<file path="config.mk">
export PLATFORM = sky130hd
export DESIGN_NAME = indexed_max_priority_task_table
export DESIGN_NICKNAME = d
export VERILOG_FILES = /design/src/sv/imptt_pkg.sv /design/src/sv/indexed_max_priority_task_table.sv /design/src/sv/imptt_ctrl.sv /design/src/sv/imptt_dp.sv
export SDC_FILE = /design/constraint.sdc
export NUM_CORES = 2
export LEC_CHECK = 0
export BUFFER_PORTS_ARGS = -buffer_cell sky130_fd_sc_hd__buf_2
export CAP_MARGIN = 20
export CORE_ASPECT_RATIO = 1.1
export CORE_UTILIZATION = 57
export CTS_BUF_LIST = sky130_fd_sc_hd__clkbuf_16
export CTS_CLUSTER_DIAMETER = 120
export DETAILED_ROUTE_END_ITERATION = 8
export PLACE_DENSITY = 0.76
export RECOVER_POWER = 100
export SLEW_MARGIN = 40
export SYNTH_ARGS = -nofsm -noshare
export SYNTH_HDL_FRONTEND = slang
export SYNTH_MEMORY_MAX_BITS = 65536
export SYNTH_SLANG_ARGS = --single-unit
</file>
<file path="constraint.sdc">
create_clock -name clk_i -period 7.1 [get_ports clk_i]
set_clock_uncertainty 0.05 [all_clocks]
set_input_delay 1.065 -clock clk_i [delete_from_list [all_inputs] [get_ports clk_i]]
set_output_delay 1.065 -clock clk_i [all_outputs]
set_load 0.005 [all_outputs]
</file>
<file path="src/sv/imptt_pkg.sv">
// Package for the indexed max-priority task table.
// Holds field widths, request and status codes, controller states and the
// command/status structs shared by the controller, datapath and top level.
package imptt_pkg;

  // Field widths of one request and one result word.
  localparam int unsigned ReqW    = 2;
  localparam int unsigned KeyW    = 16;
  localparam int unsigned OwnerW  = 16;
  localparam int unsigned PrioW   = 32;
  localparam int unsigned StatusW = 2;

  // Default table depth.
  localparam int unsigned DefEntries = 64;

  // Request kinds.
  typedef enum logic [ReqW-1:0] {
    REQ_ADD    = 2'd0,
    REQ_EDIT   = 2'd1,
    REQ_REMOVE = 2'd2,
    REQ_EXEC   = 2'd3
  } req_e;

  // Result status codes.
  typedef enum logic [StatusW-1:0] {
    STAT_OK        = 2'd0,
    STAT_EMPTY     = 2'd1,
    STAT_NOT_FOUND = 2'd2,
    STAT_FULL      = 2'd3
  } status_e;

  // Controller states.
  typedef enum logic [2:0] {
    S_CLEAR,
    S_IDLE,
    S_SCAN,
    S_DRAIN,
    S_COMMIT
  } state_e;

  // One table entry as stored in the memory.
  typedef struct packed {
    logic              valid;
    logic [KeyW-1:0]   task_key;
    logic [OwnerW-1:0] owner;
    logic [PrioW-1:0]  prio;
  } entry_t;

  // Commands from the controller to the datapath.
  typedef struct packed {
    logic load_req;  // latch the request word and reset the scan trackers
    logic clear_wr;  // write an empty entry at the sweep address
    logic scan_rd;   // read the entry at the sweep address
    logic commit;    // update the table and load the result word
  } ctrl_cmd_t;

  // Status from the datapath to the controller.
  typedef struct packed {
    logic cnt_last;  // sweep address is at the last entry
    logic out_free;  // result register can take a new word this cycle
  } dp_status_t;

endpackage

</file>
<file path="src/sv/indexed_max_priority_task_table.sv">
// Top level of the indexed max-priority task table.
// Instantiates imptt_ctrl and imptt_dp; depends on imptt_pkg.
//
// Usage:
//   The request channel (in_valid_i/in_ready_o) carries one word per
//   request: req_type_i selects add, edit priority, remove or execute top,
//   with task_key_i, owner_i and prio_i as operands. The result channel
//   (out_valid_o/out_ready_i) returns exactly one word per request:
//   status_o and top_owner_o (the executed task's user on a good execute,
//   zero otherwise).
//   Each request scans the entry memory once through its single read port,
//   one entry per cycle, and a new request is taken only after the
//   previous one has committed its result.
//   After reset the block sweeps the memory to mark every entry empty;
//   in_ready_o stays low during the sweep.
//   The result register holds its word while the receiver stalls; the next
//   request is still taken and scanned, and only its commit waits until the
//   register is free.
module indexed_max_priority_task_table #(
  parameter int unsigned ENTRIES = imptt_pkg::DefEntries
) (
  input  logic                          clk_i,
  input  logic                          rst_ni,
  input  logic                          in_valid_i,
  output logic                          in_ready_o,
  input  logic [imptt_pkg::ReqW-1:0]    req_type_i,
  input  logic [imptt_pkg::KeyW-1:0]    task_key_i,
  input  logic [imptt_pkg::OwnerW-1:0]  owner_i,
  input  logic [imptt_pkg::PrioW-1:0]   prio_i,
  output logic                          out_valid_o,
  input  logic                          out_ready_i,
  output logic [imptt_pkg::StatusW-1:0] status_o,
  output logic [imptt_pkg::OwnerW-1:0]  top_owner_o
);
  import imptt_pkg::*;

  ctrl_cmd_t  cmd;
  dp_status_t dp_status;

  // Sequencer for clearing, scanning and commit.
  imptt_ctrl u_ctrl (
    .clk_i       (clk_i),
    .rst_ni      (rst_ni),
    .in_valid_i  (in_valid_i),
    .in_ready_o  (in_ready_o),
    .dp_status_i (dp_status),
    .cmd_o       (cmd)
  );

  // Entry memory, scan trackers and result register.
  imptt_dp #(
    .ENTRIES (ENTRIES)
  ) u_dp (
    .clk_i        (clk_i),
    .rst_ni       (rst_ni),
    .cmd_i        (cmd),
    .status_o     (dp_status),
    .req_type_i   (req_type_i),
    .task_key_i   (task_key_i),
    .owner_i      (owner_i),
    .prio_i       (prio_i),
    .out_ready_i  (out_ready_i),
    .out_valid_o  (out_valid_o),
    .out_status_o (status_o),
    .out_owner_o  (top_owner_o)
  );

  // A taken request leaves idle, so no second word is taken right after.
  a_accept_leaves_idle: assert property (@(posedge clk_i) disable iff (!rst_ni)
    (in_valid_i && in_ready_o) |=> !in_ready_o)
    else $error("request taken twice in a row");

  // Commit never overwrites a result word that is still waiting.
  a_commit_no_overwrite: assert property (@(posedge clk_i) disable iff (!rst_ni)
    cmd.commit |-> (!out_valid_o || out_ready_i))
    else $error("commit while result register is stalled");

  // A new result word only appears after a commit.
  a_result_from_commit: assert property (@(posedge clk_i) disable iff (!rst_ni)
    $rose(out_valid_o) |-> $past(cmd.commit))
    else $error("result valid without commit");

  // Only a good execute reports a nonzero owner.
  a_owner_zero: assert property (@(posedge clk_i) disable iff (!rst_ni)
    (out_valid_o && status_o != STAT_OK) |-> (top_owner_o == '0))
    else $error("owner nonzero on failed request");

endmodule

</file>
<file path="src/sv/imptt_ctrl.sv">
// Controller of the task table: clearing sweep, scan sequencing and commit.
// Depends on imptt_pkg for state, command and status types.
module imptt_ctrl (
  input  logic                  clk_i,
  input  logic                  rst_ni,
  input  logic                  in_valid_i,
  output logic                  in_ready_o,
  input  imptt_pkg::dp_status_t dp_status_i,
  output imptt_pkg::ctrl_cmd_t  cmd_o
);
  import imptt_pkg::*;

  state_e state_q, state_d;

  // State register.
  always_ff @(posedge clk_i or negedge rst_ni) begin
    if (!rst_ni) begin
      state_q <= S_CLEAR;
    end else begin
      state_q <= state_d;
    end
  end

  // Next-state logic.
  always_comb begin
    state_d = state_q;
    unique case (state_q)
      S_CLEAR: begin
        if (dp_status_i.cnt_last) state_d = S_IDLE;
      end
      S_IDLE: begin
        if (in_valid_i) state_d = S_SCAN;
      end
      S_SCAN: begin
        if (dp_status_i.cnt_last) state_d = S_DRAIN;
      end
      S_DRAIN: begin
        state_d = S_COMMIT;
      end
      S_COMMIT: begin
        if (dp_status_i.out_free) state_d = S_IDLE;
      end
      default: begin
        state_d = S_CLEAR;
      end
    endcase
  end

  // Output decode.
  always_comb begin
    cmd_o      = '0;
    in_ready_o = 1'b0;
    unique case (state_q)
      S_CLEAR: begin
        cmd_o.clear_wr = 1'b1;
      end
      S_IDLE: begin
        in_ready_o     = 1'b1;
        cmd_o.load_req = in_valid_i;
      end
      S_SCAN: begin
        cmd_o.scan_rd = 1'b1;
      end
      S_DRAIN: begin
        cmd_o = '0;
      end
      S_COMMIT: begin
        cmd_o.commit = dp_status_i.out_free;
      end
      default: begin
        cmd_o = '0;
      end
    endcase
  end

endmodule

</file>
<file path="src/sv/imptt_dp.sv">
// Datapath of the task table: entry memory, sweep counter, scan trackers
// for key match, first free slot and top task, and the result register.
// Depends on imptt_pkg for entry, command and status types.
module imptt_dp #(
  parameter int unsigned ENTRIES = imptt_pkg::DefEntries
) (
  input  logic                                clk_i,
  input  logic                                rst_ni,
  input  imptt_pkg::ctrl_cmd_t                cmd_i,
  output imptt_pkg::dp_status_t               status_o,
  input  logic [imptt_pkg::ReqW-1:0]          req_type_i,
  input  logic [imptt_pkg::KeyW-1:0]          task_key_i,
  input  logic [imptt_pkg::OwnerW-1:0]        owner_i,
  input  logic [imptt_pkg::PrioW-1:0]         prio_i,
  input  logic                                out_ready_i,
  output logic                                out_valid_o,
  output logic [imptt_pkg::StatusW-1:0]       out_status_o,
  output logic [imptt_pkg::OwnerW-1:0]        out_owner_o
);
  import imptt_pkg::*;

  localparam int unsigned IdxW = (ENTRIES > 1) ? $clog2(ENTRIES) : 1;
  localparam logic [IdxW-1:0] LastIdx = IdxW'(ENTRIES - 1);

  // Entry memory, one write and one registered read port.
  entry_t mem [ENTRIES];
  entry_t rd_q;
  logic   rd_en_q;
  logic [IdxW-1:0] rd_idx_q;

  // Sweep address shared by clearing and scanning.
  logic [IdxW-1:0] cnt_q, cnt_d;

  // Latched request word.
  req_e              req_q;
  logic [KeyW-1:0]   key_q;
  logic [OwnerW-1:0] own_q;
  logic [PrioW-1:0]  prio_q;

  // Scan trackers.
  logic              found_q, found_d;
  logic [IdxW-1:0]   found_idx_q, found_idx_d;
  logic [OwnerW-1:0] found_owner_q, found_owner_d;
  logic              free_q, free_d;
  logic [IdxW-1:0]   free_idx_q, free_idx_d;
  logic              best_q, best_d;
  logic [IdxW-1:0]   best_idx_q, best_idx_d;
  logic [KeyW-1:0]   best_key_q, best_key_d;
  logic [OwnerW-1:0] best_owner_q, best_owner_d;
  logic [PrioW-1:0]  best_prio_q, best_prio_d;

  // Commit outcome.
  logic              wr_en;
  logic [IdxW-1:0]   wr_addr;
  entry_t            wr_data;
  status_e           res_status;
  logic [OwnerW-1:0] res_owner;

  // Result register.
  logic              out_valid_q, out_valid_d;
  logic [StatusW-1:0] out_status_q;
  logic [OwnerW-1:0]  out_owner_q;

  assign status_o = '{cnt_last: (cnt_q == LastIdx), out_free: (!out_valid_q || out_ready_i)};

  // Sweep counter wraps to zero after the last entry.
  always_comb begin
    cnt_d = cnt_q;
    if (cmd_i.clear_wr || cmd_i.scan_rd) begin
      cnt_d = (cnt_q == LastIdx) ? '0 : cnt_q + IdxW'(1);
    end
  end

  always_ff @(posedge clk_i or negedge rst_ni) begin
    if (!rst_ni) begin
      cnt_q   <= '0;
      rd_en_q <= 1'b0;
    end else begin
      cnt_q   <= cnt_d;
      rd_en_q <= cmd_i.scan_rd;
    end
  end

  // Memory write port: clearing sweep or commit update.
  always_ff @(posedge clk_i) begin
    if (cmd_i.clear_wr) begin
      mem[cnt_q] <= '0;
    end else if (wr_en) begin
      mem[wr_addr] <= wr_data;
    end
  end

  // Memory read port with registered data.
  always_ff @(posedge clk_i) begin
    if (cmd_i.scan_rd) begin
      rd_q     <= mem[cnt_q];
      rd_idx_q <= cnt_q;
    end
  end

  // Request word capture.
  always_ff @(posedge clk_i) begin
    if (cmd_i.load_req) begin
      req_q  <= req_e'(req_type_i);
      key_q  <= task_key_i;
      own_q  <= owner_i;
      prio_q <= prio_i;
    end
  end

  // Tracker update for the entry read in the previous cycle.
  always_comb begin
    found_d       = found_q;
    found_idx_d   = found_idx_q;
    found_owner_d = found_owner_q;
    free_d        = free_q;
    free_idx_d    = free_idx_q;
    best_d        = best_q;
    best_idx_d    = best_idx_q;
    best_key_d    = best_key_q;
    best_owner_d  = best_owner_q;
    best_prio_d   = best_prio_q;
    if (cmd_i.load_req) begin
      found_d = 1'b0;
      free_d  = 1'b0;
      best_d  = 1'b0;
    end else if (rd_en_q) begin
      if (rd_q.valid && rd_q.task_key == key_q && !found_q) begin
        found_d       = 1'b1;
        found_idx_d   = rd_idx_q;
        found_owner_d = rd_q.owner;
      end
      if (!rd_q.valid && !free_q) begin
        free_d     = 1'b1;
        free_idx_d = rd_idx_q;
      end
      // Higher priority wins; equal priority goes to the higher task id.
      if (rd_q.valid && (!best_q || rd_q.prio > best_prio_q ||
          (rd_q.prio == best_prio_q && rd_q.task_key > best_key_q))) begin
        best_d       = 1'b1;
        best_idx_d   = rd_idx_q;
        best_key_d   = rd_q.task_key;
        best_owner_d = rd_q.owner;
        best_prio_d  = rd_q.prio;
      end
    end
  end

  always_ff @(posedge clk_i or negedge rst_ni) begin
    if (!rst_ni) begin
      found_q <= 1'b0;
      free_q  <= 1'b0;
      best_q  <= 1'b0;
    end else begin
      found_q <= found_d;
      free_q  <= free_d;
      best_q  <= best_d;
    end
  end

  always_ff @(posedge clk_i) begin
    found_idx_q   <= found_idx_d;
    found_owner_q <= found_owner_d;
    free_idx_q    <= free_idx_d;
    best_idx_q    <= best_idx_d;
    best_key_q    <= best_key_d;
    best_owner_q  <= best_owner_d;
    best_prio_q   <= best_prio_d;
  end

  // Table update and result for the finished scan.
  always_comb begin
    wr_en      = 1'b0;
    wr_addr    = found_idx_q;
    wr_data    = '0;
    res_status = STAT_OK;
    res_owner  = '0;
    case (req_q)
      REQ_ADD: begin
        wr_data = '{valid: 1'b1, task_key: key_q, owner: own_q, prio: prio_q};
        if (found_q) begin
          wr_en = cmd_i.commit;
        end else if (free_q) begin
          wr_en   = cmd_i.commit;
          wr_addr = free_idx_q;
        end else begin
          res_status = STAT_FULL;
        end
      end
      REQ_EDIT: begin
        wr_data = '{valid: 1'b1, task_key: key_q, owner: found_owner_q, prio: prio_q};
        if (found_q) begin
          wr_en = cmd_i.commit;
        end else begin
          res_status = STAT_NOT_FOUND;
        end
      end
      REQ_REMOVE: begin
        if (found_q) begin
          wr_en = cmd_i.commit;
        end else begin
          res_status = STAT_NOT_FOUND;
        end
      end
      default: begin
        wr_addr = best_idx_q;
        if (best_q) begin
          wr_en     = cmd_i.commit;
          res_owner = best_owner_q;
        end else begin
          res_status = STAT_EMPTY;
        end
      end
    endcase
  end

  // Result register: holds the word until the receiver takes it.
  always_comb begin
    out_valid_d = out_valid_q;
    if (cmd_i.commit) begin
      out_valid_d = 1'b1;
    end else if (out_ready_i) begin
      out_valid_d = 1'b0;
    end
  end

  always_ff @(posedge clk_i or negedge rst_ni) begin
    if (!rst_ni) begin
      out_valid_q <= 1'b0;
    end else begin
      out_valid_q <= out_valid_d;
    end
  end

  always_ff @(posedge clk_i) begin
    if (cmd_i.commit) begin
      out_status_q <= res_status;
      out_owner_q  <= res_owner;
    end
  end

  assign out_valid_o  = out_valid_q;
  assign out_status_o = out_status_q;
  assign out_owner_o  = out_owner_q;

endmodule

</file>
After elaboration in Yosys (flattened, before gate mapping)

Memories as Yosys holds them, arrays and structs flattened. A register that Yosys moved wholly into a read port is not among the register bits.
Cells that the tools add are included.

Bits in registers: 202
RAM bits: 4,160
Input bits: 70
Output and inout port bits: 20
Word-level logic and storage cells: 115
Memories: 1

$add $sub $neg: 1
$lt $le $gt $ge: 2
Equal/unequal tests: 13
Mux-type cells: 44
Bitwise operators: 2
Reduce and logical (&&, ||, !) cells: 31

Memories:

| name     | words | width | read ports | clocked after memory_dff | write ports | line           | RTL |
|---|---|---|---|---|---|---|---|
| u_dp.mem | 64    | 65    | 1          | 1                        | 1           | imptt_dp.sv:26 | `entry_t mem [ENTRIES];` |

Operators by type and width:

| cell                  | number |
|---|---|
| $pmux W65 S2          | 1 |
| $mux W65              | 1 |
| $reduce_or A65 Y1     | 1 |
| $eq A32 B32 Y1        | 1 |
| $gt A32 B32 Y1        | 1 |
| $mux W1               | 27 |
| $mux W6               | 4 |
| $eq A16 B16 Y1        | 1 |
| $gt A16 B16 Y1        | 1 |
| $pmux W3 S5           | 1 |
| $mux W3               | 4 |
| $pmux W6 S2           | 1 |
| $reduce_bool A2 Y1    | 5 |
| $reduce_and A3 Y1     | 3 |
| $add A6 B1 Y6 const B | 1 |
| $eq A3 B2 Y1 const B  | 2 |
| $eq A6 B6 Y1 const B  | 1 |
| $mux W2               | 3 |
| $ne A2 B2 Y1 const B  | 3 |
| $reduce_and A2 Y1     | 3 |
| $logic_and A1 B1 Y1   | 5 |
| $logic_not A1 Y1      | 5 |
| $logic_or A1 B1 Y1    | 4 |
| $pmux W2 S2           | 1 |
| other kinds (12)      | 13 |

Depth between registers and ports, before layout

Depth in word-level cells: 11
Depth in mapped cells: 12
Mapped depth without buffers: 9

Cells and area by module

From an unflattened synthesis, not the netlist that was laid out.

Cells, all modules: 6,755
Area, all modules: 167,932.3 sq um

Modules (own cells, without submodules):

| module     | instances | cells each | area an instance (sq um) | seq. area each (sq um) |
|---|---|---|---|---|
| imptt_dp   | 1         | 6,734      | 167,733.4                | 132,792.4 |
| imptt_ctrl | 1         | 21         | 198.9                    | 75.1 |

Least setup slack after synthesis

Ideal clock, no wire load.

Kind: in2reg
From: input out_ready_i
To: memory u_dp.mem[16][0] (netlist bit) (enable)
Setup time: 568 ps
Data arrival time: 6,898 ps
Data required time: 6,482 ps
Path slack: -416 ps
Cell stages on the path: 8
Path buffers: 2
Cells stage by stage: nand2b_1 nand2b_4 or3_1 buf_6 buf_2 o21ai_0 nand2_1 nor3_1

Longest elaborated chain between the ends: 10
Elaborated cells between the ends (all ways): 13
Those cells by class: mux: 11; reduce/logical: 2

Ends and longest elaborated chain:

| element                                      | line                                  | RTL |
|---|---|---|
| start: declaration                           | indexed_max_priority_task_table.sv:31 | `input logic out_ready_i,` |
| $logic_or A1 B1 Y1 (*)                       | imptt_dp.sv:64                        | `assign status_o = '{cnt_last: (cnt_q == LastIdx), out_free: (!out_valid_q \|\| out_ready_i)};` |
| $mux W1 (*)                                  | imptt_ctrl.sv:53                      | `unique case (state_q)` |
| $mux W1                                      | imptt_dp.sv:183                       | `end else if (free_q) begin` |
| $mux W1                                      | imptt_dp.sv:181                       | `if (found_q) begin` |
| $pmux W1 S2 (*)                              | imptt_dp.sv:178                       | `case (req_q)` |
| $mux W1 (*)                                  | imptt_dp.sv:88                        | `end else if (wr_en) begin` |
| $mux W1 (*)                                  | imptt_dp.sv:86                        | `if (cmd_i.clear_wr) begin` |
| $mux W1 (not written as such) (*)            | imptt_dp.sv:89                        | `mem[wr_addr] <= wr_data;` |
| $reduce_or A65 Y1 (no line)                  | --                                    |  |
| $mux W6 (no line) or $mux W1 (tied branches) | --                                    |  |
| end: declaration                             | imptt_dp.sv:26                        |  |

Every way passes the cells marked *; elsewhere a longest branch is shown, timed or not.

Worst setup path after layout

From: register u_dp.req_q[1]
To: memory u_dp.mem[62][11] (netlist bit) (enable)

Longest elaborated chain between the ends: 8
Elaborated cells between the ends (all ways): 12
Those cells by class: eq/ne: 2; mux: 7; reduce/logical: 3

Ends and longest elaborated chain:

| element                                      | line            | RTL |
|---|---|---|
| start: declaration                           | imptt_dp.sv:35  | `req_e req_q;` |
| start signal: assignment                     | imptt_dp.sv:104 | `req_q <= req_e'(req_type_i);` |
| $eq A2 B1 Y1 or $eq A2 B2 Y1 (tied branches) | imptt_dp.sv:178 |  |
| $reduce_or A2 Y1 (no line)                   | --              |  |
| $pmux W1 S2                                  | imptt_dp.sv:178 |  |
| $mux W1                                      | imptt_dp.sv:88  |  |
| $mux W1                                      | imptt_dp.sv:86  |  |
| $mux W1 (not written as such)                | imptt_dp.sv:89  |  |
| $reduce_or A65 Y1 (no line)                  | --              |  |
| $mux W6 (no line) or $mux W1 (tied branches) | --              |  |

Parallel ways exist; a longest one is shown, timed or not.

==> metrics.txt <==
status finished, violations left; failing checks max-capacitance violations, max-slew violations; Netlist cell types between 60 and 70; Sw Pwr slightly below 10 mW; setup-violating endpoint count in the final report 0; syn_nets around 6900; DR vias 82000; worst relative slew slack -183%; Syn Inst Count 6792; fmax 155 MHz; met3 global-route usage 7.55%; min Tclk post-route between 6000 and 7000 ps; Worst-Skew Late Latency roughly 960 ps; Layout area overhead 12.0%; H-tree level count 5; part of the power in registers a little under three fifths; PostCTS Resize Cnt 0; switching part of the total approximately a fifth; syn_area_per_cell 24.8 µm²; grt met2 use roughly half; routed length per instance 40.5 µm; Pint 40.7 mW; Layout Nets between 7000 and 8000; GRT busiest layer met2; clock share of power 43.9%; ys flop type edfxtp_1; Residual DRC 0; actual slew at the worst max-slew pin 4240 ps; Post-DP HPWL about 230 mm; GRT overflow 0; dpl ws approximately 1600 ps; VDD IR max between 0.2 and 0.25 mV; Crit. End Element flip-flop; worst path required time about 7600 ps; Multi-input gate area between 30000 and 40000 µm²; crit-path max FO 27; logic gate share of total power 0%; Design Area, Final around 190000 µm²; boundary pin count 90; setup TNS 0 ps; initial core utilization a little under three fifths; Slew Viols, Final 2386; first-pass GRT wire length approximately 640 mm; flop and latch count out of synthesis 4427; WP data arrival slightly below 7000 ps; critical path class reg2reg; drt initial violations around 13000; DIE WIDTH 520 µm; GPL Wtd Cong roughly 0.88; Clk pin slew, worst setup/hold paths 70 ps; drt pass-1 iters 8; share of layout cells above drive strength 1 30.1%; initial antenna violation count 22; CTS buffer count just over 400; Root Driver clkbuf_16; final worst setup slack roughly 640 ps; Leak around 46 nW; period utilization 91.0%; Post-synth EDFFs between 4000 and 5000; Total Wirelength between 400 and 500 mm; Synth Cell Area roughly 170000 µm²; Rows 208; vias in the first global route 83800; nature of the critical path startpoint flip-flop; worst hold path class in2reg; Max-cap violations between 60 and 70; Hold WS about 250 ps; GRT Total Usage between 30% and 40%; dpl cell area approximately 180000 µm²; # port buffers a little under 90; clk buf depth 4; Synth async-reset ratio less than 1%; YS warnings 0; RSZ-0062 raised after global routing false; die footprint between 200000 and 300000 µm²; power per cell area approximately 270 nW/µm²; Seq/Total Area, Yosys approximately four fifths; largest net degree at the start of global routing approximately 140; CTS tree done; Die Span Y 572 µm; final hold vios 0; R2R Setup Slk 640 ps; via density per instance about 7.2; FF/Latch Area roughly 130000 µm²; core area ~290000 µm²; antenna viol nets, final 0; Pwr Total between 50 and 60 mW; GR Util met1 roughly two fifths; # fillers about 18000; Sink Count between 4000 and 5000
[cells by family (layout without fill, tap and decap cells)]
family / after synthesis / count (layout) / share of synthesized area [%]
AO/OA/AOI/OAI: 219 / 219 / 0.917
XOR/XNOR: 18 / 18 / 0.0938
adder cells (fa/ha/maj): 53 / 53 / 0.394
buffers and inverters: 406 / 1171 / 0.946
flip-flops: 4427 / 4427 / 79.0
multiplexers: 1338 / 1338 / 17.7
other: 0 / 17 / 0
AND/OR/NAND/NOR: 331 / 331 / 0.979
[state kept, by name, summed over array words and instances (netlist names), 2 cells and up]
register,cells
u_ctrl.state_q,3
u_dp.best_idx_q,6
u_dp.best_key_q,16
u_dp.best_owner_q,16
u_dp.best_prio_q,32
u_dp.cnt_q,6
u_dp.found_idx_q,6
u_dp.found_owner_q,16
u_dp.free_idx_q,6
u_dp.key_q,16
u_dp.mem,4160
u_dp.out_owner_o,16
u_dp.out_status_o,2
u_dp.own_q,16
u_dp.prio_q,32
u_dp.rd_idx_q,6
u_dp.rd_q,65
u_dp.req_q,2
[worst paths after layout]
kind                                                         to                     from  depth (start not counted)
min in group asynchronous             u_dp.cnt_q[3]$_DFFE_PN0P_                   rst_ni                          2
max in group asynchronous             u_dp.cnt_q[2]$_DFFE_PN0P_                   rst_ni                          2
worst max-delay path                 u_dp.mem[62][11]$_DFFE_PP_  u_dp.req_q[1]$_DFFE_PP_                          8
worst min register to register  u_dp.found_owner_q[8]$_DFFE_PP_  u_dp.rd_q[40]$_DFFE_PP_                          0
worst max register to register       u_dp.mem[62][11]$_DFFE_PP_  u_dp.req_q[1]$_DFFE_PP_                          8
worst min-delay path                   u_dp.prio_q[7]$_DFFE_PP_                prio_i[7]                          1
[cell type report]
class                           instances  share of cell area [%]
Antenna cell                           17                  0.0226
Clock inverter                        328                    1.55
Tap cell                             3885                    2.58
Multi-Input combinational cell       1959                    18.1
Timing Repair Buffer                  366                    1.57
Inverter                               60                   0.124
Clock buffer                          417                    5.54
Sequential cell                      4427                    70.5
[Yosys cell counts, drive strengths merged, types with 4 or more instances]
cell     number  area share [%]
mux2         19            0.13
mux4       1300              17
a21oi        28           0.086
clkbuf      220            0.49
nand4        17           0.063
o31ai         4           0.026
ha           53            0.39
a2111oi       4           0.025
nor3         22           0.068
nor2b         8           0.030
nand3        12           0.036
nand2b       14           0.057
and2         67            0.25
nand2        85            0.19
inv          59            0.13
nor4          4           0.015
o21ai        37            0.11
edfxtp     4413              79
a22oi       119            0.54
or2           5           0.019
a211oi        5           0.022
mux2i        19            0.11
nor2         83            0.19
dfrtp        14            0.21
buf         126            0.32
xnor2        17           0.089
nand3b        4           0.018
[worst max-delay path: stages, from the launching register on]
cell and delay [ps]:
edfxtp_1 430, inv_1 110, ha_1 1270, nor3_1 310, or3_2 760, o31ai_1 680, nand3_1 560, nor2_1 1160
buf_4 680
[stage by stage]
step / cells / util (%)
2_1_floorplan: 6792 / -
3_3_place_gp: 10700 / 59.9
3_5_place_dp: 10700 / 60.1
4_1_cts: 11400 / 64.7
5_1_grt: 11400 / 64.4
6_report: 11500 / 64.4
[power groups by stage]
stage          sequential [mW]  clock [mW]  combinational (mW)
4_1_cts                   28.3        22.2              0.0244
2_1_floorplan             28.9           0            0.000201
6_report                  28.3        22.2              0.0237
5_1_grt                   28.3        23.1              0.0255
3_5_place_dp              28.9           0              0.0228
3_3_place_gp              28.9           0              0.0224
[timing repair]
item,CTS,global route
hold endpoints to repair,14,0
hold buffers,1,0
setup buffers,0,0
[per-layer routing]
layer	share of wire (%)	vias to the layer above
met2	49	7134
met1	33	43200
met4	6.5	10
li1	-	30200
met3	12	1346
met5	0.015	-
[layout by cell type (no fill, tap or decap), drive strengths merged, types with 3 or more instances in the layout]
cell	Yosys	routed
a2111oi	4	4
a211oi	5	5
a21o	3	3
a21oi	28	28
a22oi	119	119
a31oi	3	3
and2	67	67
buf	126	212
bufinv	0	47
clkbuf	220	570
clkinv	1	167
clkinvlp	0	16
dfrtp	14	14
diode	0	17
edfxtp	4413	4413
ha	53	53
inv	59	158
mux2	19	19
mux2i	19	19
mux4	1300	1300
nand2	85	85
nand2b	14	14
nand3	12	12
nand3b	4	4
nand4	17	17
nor2	83	83
nor2b	8	8
nor3	22	22
nor4	4	4
o21ai	37	37
o31ai	4	4
or2	5	5
or3	3	3
xnor2	17	17
No activity file was read; power rests on OpenSTA's default activity.
